**config.mk**
```make
export PLATFORM = sky130hd
export DESIGN_NAME = linear_interp_resampler_top_flat
export DESIGN_NICKNAME = d
export VERILOG_FILES = /design/src/rtl/core/lirs_pkg.sv /design/src/rtl/core/lirs_if.sv /design/src/rtl/core/linear_interp_resampler_top.sv /design/src/flat_wrapper.sv
export SDC_FILE = /design/constraint.sdc
export NUM_CORES = 2
export LEC_CHECK = 0
export BUFFER_PORTS_ARGS = -buffer_cell sky130_fd_sc_hd__buf_2
export CORE_MARGIN = 2
export CORE_UTILIZATION = 40
export CTS_CLUSTER_DIAMETER = 50
export DETAILED_ROUTE_END_ITERATION = 12
export PLACE_DENSITY = 0.53
export SYNTH_ARGS = -nofsm -noshare
export SYNTH_HDL_FRONTEND = slang
export SYNTH_SLANG_ARGS = --single-unit
```
**constraint.sdc**
```tcl
create_clock -name clk -period 12.3 [get_ports clk]
set_clock_uncertainty 0.1 [all_clocks]
set_input_delay 1.23 -clock clk [delete_from_list [all_inputs] [get_ports clk]]
set_output_delay 1.23 -clock clk [all_outputs]
set_load 0.05 [all_outputs]
```
**src/rtl/core/lirs_pkg.sv**
```systemverilog
// Package of the linear interpolation resampler: field widths, history depth
// and result limit shared by the interfaces and the core.
// No dependencies.
`default_nettype none

package lirs_pkg;

  // Default sample and phase fraction widths
  localparam int LIRS_SAMPLE_BITS = 16;
  localparam int LIRS_FRAC_BITS   = 16;

  // Width of the rate_step register (unsigned Q4.16)
  localparam int RATE_W = 20;

  // Sample history ring and its address width
  localparam int HIST_DEPTH = 32;
  localparam int HIST_AW    = $clog2(HIST_DEPTH);

  // Most results one input transaction may cause
  localparam int MAX_RES = 8;
  localparam int CNT_W   = $clog2(MAX_RES);

endpackage

`default_nettype wire

```
**src/rtl/core/lirs_if.sv**
```systemverilog
// Valid/ready channel interfaces of the linear interpolation resampler:
// one for input samples, one for results.
// Depends on lirs_pkg for default widths.
`default_nettype none

interface lirs_in_if #(
  parameter int SAMPLE_BITS = lirs_pkg::LIRS_SAMPLE_BITS
);
  logic                          valid;
  logic                          ready;
  logic signed [SAMPLE_BITS-1:0] sample_in;
  logic                          clip_end;

  modport source (output valid, output sample_in, output clip_end, input ready);
  modport sink   (input valid, input sample_in, input clip_end, output ready);
endinterface

interface lirs_out_if #(
  parameter int SAMPLE_BITS = lirs_pkg::LIRS_SAMPLE_BITS
);
  logic                          valid;
  logic                          ready;
  logic signed [SAMPLE_BITS-1:0] sample_out;
  logic                          has_sample;
  logic                          end_of_clip;
  logic                          run_last;

  modport source (output valid, output sample_out, output has_sample,
                  output end_of_clip, output run_last, input ready);
  modport sink   (input valid, input sample_out, input has_sample,
                  input end_of_clip, input run_last, output ready);
endinterface

`default_nettype wire

```
**src/rtl/core/linear_interp_resampler_top.sv**
```systemverilog
// Linear interpolation resampler: history ring, phase sequencer and
// one shared subtract-multiply-add unit.
// Depends on lirs_pkg and the channel interfaces in lirs_if.sv.
//
//   channel   direction  handshake      payload
//   in_ch     sink       valid/ready    sample_in, clip_end
//   out_ch    source     valid/ready    sample_out, has_sample, end_of_clip, run_last
//   cfg_*     sink       cfg_we only    cfg_wdata (rate_step)
//
// Passthrough runs the idle and pass steps per input. An interpolating input is
// written and checked first, then each output sample takes the steps read left,
// read right, multiply, add; at most 8 outputs per input. The single-port history
// ring and the one multiplier set this sequence.
// Synchronous active-low reset; the history ring is not cleared, only written
// entries of the running clip are ever read.
// A stalled result holds the sequencer in its emit, pass or check step; no input is taken
// until the current one is finished.
`default_nettype none

module linear_interp_resampler_top #(
  parameter int SAMPLE_BITS = lirs_pkg::LIRS_SAMPLE_BITS,
  parameter int FRAC_BITS   = lirs_pkg::LIRS_FRAC_BITS
) (
  input  wire logic                        clk,
  input  wire logic                        rst_n,
  lirs_in_if.sink                          in_ch,
  lirs_out_if.source                       out_ch,
  input  wire logic                        cfg_we,
  input  wire logic [lirs_pkg::RATE_W-1:0] cfg_wdata
);
  import lirs_pkg::*;

  // Derived widths and constants
  localparam int S_W    = FRAC_BITS + 4;
  localparam int CMP_W  = (RATE_W > S_W) ? RATE_W : S_W;
  localparam int PH_W   = FRAC_BITS + 7;
  localparam int L_W    = PH_W - FRAC_BITS;
  localparam int PROD_W = SAMPLE_BITS + FRAC_BITS + 2;

  localparam logic [CMP_W-1:0] STEP_MIN   = CMP_W'(1) << (FRAC_BITS - 2);
  localparam logic [CMP_W-1:0] STEP_MAX   = (CMP_W'(1) << (FRAC_BITS + 4)) - CMP_W'(1);
  localparam logic [RATE_W-1:0] RATE_RST  = RATE_W'(CMP_W'(1) << FRAC_BITS);
  localparam logic [PH_W-1:0]  PH_ONE     = PH_W'(1) << FRAC_BITS;
  localparam logic [PH_W-1:0]  PH_BIAS    = PH_W'(HIST_DEPTH) << FRAC_BITS;
  localparam logic [PH_W-1:0]  PH_LIMIT   = PH_W'(HIST_DEPTH + 1) << FRAC_BITS;
  localparam logic [L_W-1:0]   L_HIST     = L_W'(HIST_DEPTH);
  localparam logic [CNT_W-1:0] CNT_LAST   = CNT_W'(MAX_RES - 1);

  typedef enum logic [2:0] {
    S_IDLE,
    S_PASS,
    S_CHECK,
    S_ADDR_A,
    S_ADDR_B,
    S_MUL,
    S_EMIT
  } state_t;

  // Control and datapath registers
  state_t                        state_r, state_nxt;
  logic [RATE_W-1:0]             rate_r;
  logic [S_W-1:0]                step_r, step_nxt;
  logic [PH_W-1:0]               phase_r, phase_nxt;
  logic [HIST_AW-1:0]            head_r, head_nxt;
  logic                          have_prev_r, have_prev_nxt;
  logic                          end_r, end_nxt;
  logic [CNT_W-1:0]              cnt_r, cnt_nxt;
  logic signed [SAMPLE_BITS-1:0] prev_sample_r, prev_sample_nxt;
  logic signed [SAMPLE_BITS-1:0] a_r, a_nxt;
  logic signed [PROD_W-1:0]      prod_r, prod_nxt;

  // Output register
  logic                          out_valid_r, out_valid_nxt;
  logic signed [SAMPLE_BITS-1:0] out_sample_r, out_sample_nxt;
  logic                          out_has_r, out_has_nxt;
  logic                          out_eoc_r, out_eoc_nxt;
  logic                          out_last_r, out_last_nxt;

  // History ring
  logic signed [SAMPLE_BITS-1:0] hist_mem [HIST_DEPTH];
  logic signed [SAMPLE_BITS-1:0] rd_data_r;
  logic [HIST_AW-1:0]            rd_addr;
  logic                          wr_en;

  // Combinational helpers
  logic                          in_acc;
  logic                          out_free;
  logic [CMP_W-1:0]              rate_ext;
  logic [S_W-1:0]                eff_step;
  logic [L_W-1:0]                l_cur;
  logic                          l_at_end;
  logic [HIST_AW-1:0]            a_addr;
  logic [HIST_AW-1:0]            b_addr;
  logic [PH_W-1:0]               phase_adv;
  logic                          more;
  logic signed [SAMPLE_BITS:0]   diff;
  logic signed [FRAC_BITS:0]     frac_s;
  logic signed [PROD_W-1:0]      prod_shr;
  logic signed [SAMPLE_BITS-1:0] interp_val;

  // An output may be formed when it is certain and its right neighbour exists
  function automatic logic can_emit(input logic [PH_W-1:0] ph,
                                    input logic [S_W-1:0]  st,
                                    input logic            clip_done,
                                    input logic            cnt_ok);
    logic [PH_W-1:0] sum;
    logic [L_W-1:0]  l;
    sum = ph + PH_W'(st);
    l   = ph[PH_W-1:FRAC_BITS];
    return (sum <= PH_LIMIT) && (clip_done || (l < L_HIST)) && cnt_ok;
  endfunction

  assign in_acc   = in_ch.valid && in_ch.ready;
  assign out_free = !out_valid_r || out_ch.ready;

  // Clamp the configured ratio to the supported range; zero selects passthrough
  always_comb begin
    rate_ext = CMP_W'(rate_r);
    if (rate_ext == '0) begin
      eff_step = '0;
    end else if (rate_ext < STEP_MIN) begin
      eff_step = S_W'(STEP_MIN);
    end else if (rate_ext > STEP_MAX) begin
      eff_step = S_W'(STEP_MAX);
    end else begin
      eff_step = S_W'(rate_ext);
    end
  end

  // Neighbour addresses from the integer part of the phase
  assign l_cur    = phase_r[PH_W-1:FRAC_BITS];
  assign l_at_end = (l_cur >= L_HIST);
  assign a_addr   = head_r + phase_r[FRAC_BITS +: HIST_AW];
  assign b_addr   = l_at_end ? head_r : a_addr + HIST_AW'(1);
  assign rd_addr  = (state_r == S_ADDR_B) ? b_addr : a_addr;

  // Shared arithmetic: difference times fraction, then floor shift and add
  assign diff       = $signed({rd_data_r[SAMPLE_BITS-1], rd_data_r})
                    - $signed({a_r[SAMPLE_BITS-1], a_r});
  assign frac_s     = $signed({1'b0, phase_r[FRAC_BITS-1:0]});
  assign prod_shr   = prod_r >>> FRAC_BITS;
  assign interp_val = a_r + prod_shr[SAMPLE_BITS-1:0];

  // Look ahead to the next output of this transaction
  assign phase_adv = phase_r + PH_W'(step_r);
  assign more      = can_emit(phase_adv, step_r, end_r, cnt_r != CNT_LAST);

  assign wr_en = in_acc && (eff_step != '0);

  // Sequencer
  always_comb begin
    state_nxt       = state_r;
    step_nxt        = step_r;
    phase_nxt       = phase_r;
    head_nxt        = head_r;
    have_prev_nxt   = have_prev_r;
    end_nxt         = end_r;
    cnt_nxt         = cnt_r;
    prev_sample_nxt = prev_sample_r;
    a_nxt           = a_r;
    prod_nxt        = prod_r;
    out_valid_nxt   = out_valid_r && !out_ch.ready;
    out_sample_nxt  = out_sample_r;
    out_has_nxt     = out_has_r;
    out_eoc_nxt     = out_eoc_r;
    out_last_nxt    = out_last_r;

    unique case (state_r)
      S_IDLE: begin
        if (in_acc) begin
          step_nxt        = eff_step;
          end_nxt         = in_ch.clip_end;
          prev_sample_nxt = in_ch.sample_in;
          cnt_nxt         = '0;
          if (eff_step == '0) begin
            have_prev_nxt = 1'b0;
            state_nxt     = S_PASS;
          end else begin
            phase_nxt     = have_prev_r ? phase_r - PH_ONE : PH_BIAS;
            head_nxt      = head_r + HIST_AW'(1);
            have_prev_nxt = !in_ch.clip_end;
            state_nxt     = S_CHECK;
          end
        end
      end

      // Send the sample unchanged
      S_PASS: begin
        if (out_free) begin
          out_valid_nxt  = 1'b1;
          out_sample_nxt = prev_sample_r;
          out_has_nxt    = 1'b1;
          out_eoc_nxt    = end_r;
          out_last_nxt   = 1'b1;
          state_nxt      = S_IDLE;
        end
      end

      // First output of the transaction, or the empty-close marker
      S_CHECK: begin
        if (can_emit(phase_r, step_r, end_r, 1'b1)) begin
          state_nxt = S_ADDR_A;
        end else if (!end_r) begin
          state_nxt = S_IDLE;
        end else if (out_free) begin
          out_valid_nxt  = 1'b1;
          out_sample_nxt = '0;
          out_has_nxt    = 1'b0;
          out_eoc_nxt    = 1'b1;
          out_last_nxt   = 1'b1;
          state_nxt      = S_IDLE;
        end
      end

      S_ADDR_A: begin
        state_nxt = S_ADDR_B;
      end

      // Capture the left neighbour
      S_ADDR_B: begin
        a_nxt     = rd_data_r;
        state_nxt = S_MUL;
      end

      // Right neighbour is on the read port
      S_MUL: begin
        prod_nxt  = diff * frac_s;
        state_nxt = S_EMIT;
      end

      S_EMIT: begin
        if (out_free) begin
          out_valid_nxt  = 1'b1;
          out_sample_nxt = interp_val;
          out_has_nxt    = 1'b1;
          out_eoc_nxt    = end_r && !more;
          out_last_nxt   = !more;
          phase_nxt      = phase_adv;
          cnt_nxt        = cnt_r + CNT_W'(1);
          state_nxt      = more ? S_ADDR_A : S_IDLE;
        end
      end

      default: begin
        state_nxt = S_IDLE;
      end
    endcase
  end

  // State and registered outputs
  always_ff @(posedge clk) begin
    if (!rst_n) begin
      state_r     <= S_IDLE;
      rate_r      <= RATE_RST;
      have_prev_r <= 1'b0;
      phase_r     <= '0;
      head_r      <= '0;
      out_valid_r <= 1'b0;
    end else begin
      state_r     <= state_nxt;
      have_prev_r <= have_prev_nxt;
      phase_r     <= phase_nxt;
      head_r      <= head_nxt;
      out_valid_r <= out_valid_nxt;
      if (cfg_we) begin
        rate_r <= cfg_wdata;
      end
    end
    step_r        <= step_nxt;
    end_r         <= end_nxt;
    cnt_r         <= cnt_nxt;
    prev_sample_r <= prev_sample_nxt;
    a_r           <= a_nxt;
    prod_r        <= prod_nxt;
    out_sample_r  <= out_sample_nxt;
    out_has_r     <= out_has_nxt;
    out_eoc_r     <= out_eoc_nxt;
    out_last_r    <= out_last_nxt;
  end

  // History ring: one write on an interpolating accept, one registered read a cycle
  always_ff @(posedge clk) begin
    if (wr_en) begin
      hist_mem[head_r + HIST_AW'(1)] <= in_ch.sample_in;
    end
    rd_data_r <= hist_mem[rd_addr];
  end

  assign in_ch.ready        = (state_r == S_IDLE);
  assign out_ch.valid       = out_valid_r;
  assign out_ch.sample_out  = out_sample_r;
  assign out_ch.has_sample  = out_has_r;
  assign out_ch.end_of_clip = out_eoc_r;
  assign out_ch.run_last    = out_last_r;

  // Interpolation never reaches outside the history ring
  a_hist_range: assert property (@(posedge clk) disable iff (!rst_n)
    (state_r == S_ADDR_A) |-> ((l_cur <= L_HIST) && (l_cur != '0)))
    else $error("interpolation position outside history ring");

  // A bare marker closes the clip and the transaction
  a_marker: assert property (@(posedge clk) disable iff (!rst_n)
    (out_valid_r && !out_has_r) |-> (out_eoc_r && out_last_r))
    else $error("marker result without end flags");

  // The clip only ends on the last result of a transaction
  a_eoc_last: assert property (@(posedge clk) disable iff (!rst_n)
    (out_valid_r && out_eoc_r) |-> out_last_r)
    else $error("end of clip before last result");

  // An emitted result leaves the sequencer in a fetch or idle step
  a_emit_next: assert property (@(posedge clk) disable iff (!rst_n)
    ((state_r == S_EMIT) && out_free) |=> ((state_r == S_ADDR_A) || (state_r == S_IDLE)))
    else $error("sequencer lost after emit");

endmodule

`default_nettype wire
```
**src/flat_wrapper.sv**
```systemverilog
// flat-port wrapper written by rule: the top's interface ports become plain ports
module linear_interp_resampler_top_flat import lirs_pkg::*;
#(
  parameter int SAMPLE_BITS = lirs_pkg::LIRS_SAMPLE_BITS,
  parameter int FRAC_BITS   = lirs_pkg::LIRS_FRAC_BITS
)
  (clk, rst_n, cfg_we, cfg_wdata, in_ch_valid, in_ch_sample_in, in_ch_clip_end, in_ch_ready, out_ch_valid, out_ch_sample_out, out_ch_has_sample, out_ch_end_of_clip, out_ch_run_last, out_ch_ready);
  lirs_in_if #(.SAMPLE_BITS(SAMPLE_BITS)) in_ch_i ();
  lirs_out_if #(.SAMPLE_BITS(SAMPLE_BITS)) out_ch_i ();
  input  wire logic clk;
  input  wire logic rst_n;
  input  wire logic cfg_we;
  input  wire logic [lirs_pkg::RATE_W-1:0] cfg_wdata;
  input wire logic [$bits(in_ch_i.valid)-1:0] in_ch_valid;
  input wire logic [$bits(in_ch_i.sample_in)-1:0] in_ch_sample_in;
  input wire logic [$bits(in_ch_i.clip_end)-1:0] in_ch_clip_end;
  output wire logic [$bits(in_ch_i.ready)-1:0] in_ch_ready;
  output wire logic [$bits(out_ch_i.valid)-1:0] out_ch_valid;
  output wire logic [$bits(out_ch_i.sample_out)-1:0] out_ch_sample_out;
  output wire logic [$bits(out_ch_i.has_sample)-1:0] out_ch_has_sample;
  output wire logic [$bits(out_ch_i.end_of_clip)-1:0] out_ch_end_of_clip;
  output wire logic [$bits(out_ch_i.run_last)-1:0] out_ch_run_last;
  input wire logic [$bits(out_ch_i.ready)-1:0] out_ch_ready;
  assign in_ch_i.valid = in_ch_valid;
  assign in_ch_i.sample_in = in_ch_sample_in;
  assign in_ch_i.clip_end = in_ch_clip_end;
  assign in_ch_ready = in_ch_i.ready;
  assign out_ch_valid = out_ch_i.valid;
  assign out_ch_sample_out = out_ch_i.sample_out;
  assign out_ch_has_sample = out_ch_i.has_sample;
  assign out_ch_end_of_clip = out_ch_i.end_of_clip;
  assign out_ch_run_last = out_ch_i.run_last;
  assign out_ch_i.ready = out_ch_ready;
  linear_interp_resampler_top #(.SAMPLE_BITS(SAMPLE_BITS), .FRAC_BITS(FRAC_BITS)) u_core (.clk(clk), .rst_n(rst_n), .in_ch(in_ch_i), .out_ch(out_ch_i), .cfg_we(cfg_we), .cfg_wdata(cfg_wdata));
endmodule
```
==> results.md <==
- Clock Latency Late Sink: 0.64 ns
- DRC Markers: 0
- Async set or reset register ratio after synthesis: 0
- Post-Syn Area per Cell: 11.7 µm²
- Vias in the first global route: 26200
- GRT Total Usage: 0.192
- FP Rows: 117
- Worst Path Required: 12.59 ns
- I/O pin count: 63
- Root Buffer: clkbuf_16
- Initial antenna violation count: 7
- Largest net degree at the start of global routing: 145
- Most area-hungry cell type in the Yosys netlist: edfxtp_1
- Final period utilization: 0.760
- Final Hold Vio Count: 0
- Area contributors post-synth: edfxtp_1 44%, fa_1 13%, mux2i_1 6.3%, ha_1 5.1%, inv_1 3.5%
- Die ar.: 106000 µm²
- Worst rel slew slack: 0.215
- Placer Congestion: 0.852
- Leak pwr: 18.3 nW
- Multi-input logic area: 19800 µm²
- Via Count: 26000
- Peak VDD IR: 236 µV
- TritonCTS clock tree: done
- Core Box Area: 102000 µm²
- Number of enable flip-flop cells after synthesis: 603
- Post-CTS resize count: 0
- Die Y-Extent: 325 µm
- Die X: 325 µm
- Setup Buffers After CTS: 0
- Wire per inst: 20.2 µm
- Synth Warn #: 0
- Power Density: 198 nW/µm²
- Synth top area share: 0.439
- Storage element area: 19500 µm²
- Routed Antenna Nets: 0
- GRT overflow: 0
- CTS clock-pin slew for the worst setup and hold paths: 0.06 ns
- Main synth FF type: edfxtp_1
- # fillers: 9399
- Slew @ Worst Pin: 1.18 ns
- CTS Buf Count: 84
- DP Wirelength: 68000 µm
- Worst Setup End Kind: flop
- Yosys cell types: 80
- Min cycle time layout: 9.35 ns
- CTS Hold Bufs: 0
- Critical path type: reg -> reg
- H-tree depth: 3
- Startpoint Class: flop
- Worst min-delay path class: reg -> reg
- Slew Limit Fails: 0
- Layout cells sized above 1: 0.116
- CTS Buffer Depth: 3
- PortBufs: 62
- RSZ-0062 raised after global routing: no
- Initial drt markers: 1724
- TritonCTS Sinks: 672
- Outcome: complete, no violations
- Met1 Use GR: 0.267
- Post-Synthesis Cells: 3523
- First-pass GRT wire length: 157000 µm
- Worst path slowest cell: and3_1
- Final Setup Violations: 0
- Mapped Nets: 3995
- Layout net count: 4037
- MaxCap Viol Count: 0
- Synth Cell Area: 41300 µm²
- Routed vias/inst: 5.20
- Design Area, Final: 46100 µm²
- Flops & latches, synth: 672
- Routed WL: 101000 µm
- DRT Pass-1 Iters: 5
- Placed inst area: 43300 µm²
- Achievable frequency: 107 MHz
- Grt met3 use: 0.0274
- Area Overhead vs Synth: 11.6%
- CP max FO: 18
- Post-route setup TNS: 0 ns
- Met2 usage: 0.308
- GR peak layer: met2
- WP data arrival: 9.64 ns
- Seq/Total Area, Yosys: 0.472
- CP peak stage delay: 0.61 ns
- Initial Util: 0.405
## flip-flops by register name (all words and copies together) (netlist names), 3 cells and up
| name | cells |
|---|---|
| u_core.step_r | 20 |
| u_core.prod_r | 16 |
| u_core.rd_data_r | 16 |
| u_core.rate_ext | 20 |
| u_core.a_r | 16 |
| u_core.phase_r | 23 |
| u_core.prev_sample_r | 16 |
| u_core.cnt_r | 3 |
| u_core.head_r | 5 |
| u_core.out_ch.sample_out | 16 |
| u_core.state_r | 3 |
| u_core.hist_mem | 512 |
## logic make-up after synthesis
family / synth area share
simple gates: 0.101
buf+inv: 0.0515
mux: 0.0977
fa+ha+maj: 0.178
flops: 0.472
compound gates: 0.0788
xor+xnor: 0.0206
## worst paths after layout
path | from | end | slack, ns | cells past startpoint
worst max-delay path | u_core.a_r[1] | u_core.prod_r[31] | 2.95 | 33
worst min-delay path | u_core.rd_data_r[6] | u_core.a_r[6] | 0.34 | 0
worst max register to register | u_core.a_r[1] | u_core.prod_r[31] | 2.95 | 33
worst min register to register | u_core.rd_data_r[6] | u_core.a_r[6] | 0.34 | 0
## layer usage
metal	routed length (µm)	share of wire	vias to the layer above
li1	-	-	12400
met1	46700	0.46	12900
met2	46300	0.46	554
met3	4780	0.047	164
met4	3040	0.030	2
met5	12	0.00012	-
## critical path: cells and delay by family (launching register included)
family                   cells  cell delay (ns)
adder cells (fa/ha/maj)      8             3.60
AND/OR/NAND/NOR              4             1.41
AO/OA/AOI/OAI               13             2.84
XOR/XNOR                     1             0.10
buffers and inverters        7             0.60
flip-flops                   1             0.44
## cells in the mapped netlist (all sizes together) (7+ instances only)
library cell and count:
nand4 7, nor2b 81, o22ai 7, o21ai 72, nand3 55, o311ai 11
and3 22, a21oi 196, nor3 36, a21o 24, and2 124, mux2 129
ha 167, a21boi 9, o21a 14, buf 22, a211oi 15, o31ai 7
a31oi 14, nand2 232, nand2b 26, xnor2 63, nor4 13, o211ai 28
xor2 34, dfxtp 69, or2 9, inv 389, clkbuf 155, mux2i 258
or3 14, fa 263, edfxtp 603, a22oi 20, nor2 239, a311oi 11
## layout by cell type, fill, tap and decap left out, types with 13 or more instances in the layout
cell / netlist / layout
clkbuf_16: 0 / 85
a211oi_1: 15 / 15
fa_1: 263 / 263
a31oi_1: 14 / 13
nor2_1: 239 / 237
edfxtp_1: 603 / 603
o21a_1: 14 / 14
o21ai_0: 62 / 61
buf_4: 0 / 69
o211ai_1: 28 / 28
xor2_1: 34 / 33
nor4_1: 13 / 13
nand2_1: 232 / 232
mux2i_1: 258 / 258
nand3_1: 55 / 55
nand2b_1: 26 / 26
inv_1: 389 / 388
nor2b_1: 81 / 81
a22oi_1: 20 / 20
and2_1: 124 / 124
buf_2: 1 / 62
clkbuf_1: 155 / 18
dfxtp_1: 69 / 69
xnor2_1: 63 / 58
ha_1: 167 / 167
a21oi_1: 195 / 194
mux2_2: 129 / 129
nor3_1: 36 / 36
or3_1: 13 / 13
a21o_1: 24 / 24
and3_1: 22 / 22
## where the power goes
group,switching [mW],internal (mW)
clock,1.01,1.41
sequential,0.118,2.68
combinational,2.56,1.36
total,3.69,5.45
## through the flow
stage / cells / hold slack, ns / setup WS [ns] / utilization / power [mW]
global placement: 4847 / 0.316 / 3.05 / 0.424 / 6.78
CTS: 5001 / 0.342 / 2.91 / 0.452 / 9.23
finish: 5002 / 0.335 / 2.95 / 0.452 / 9.14
global route: 5001 / 0.346 / 2.37 / 0.452 / 9.65
detailed placement: 4847 / 0.331 / 2.94 / 0.424 / 6.78
floorplan: 3523 / 0.308 / 3.79 / - / 5.49
## layout make-up
type                       count  area share
clock inverter                49      0.0118
inverter                     389      0.0317
multi-input combinational   2285       0.429
timing repair buffer         133      0.0188
tap                         1368      0.0371
antenna                        1   0.0000543
sequential                   672       0.423
clock buffer                 105      0.0482
Note: power is estimated with default switching activity, not from simulation.
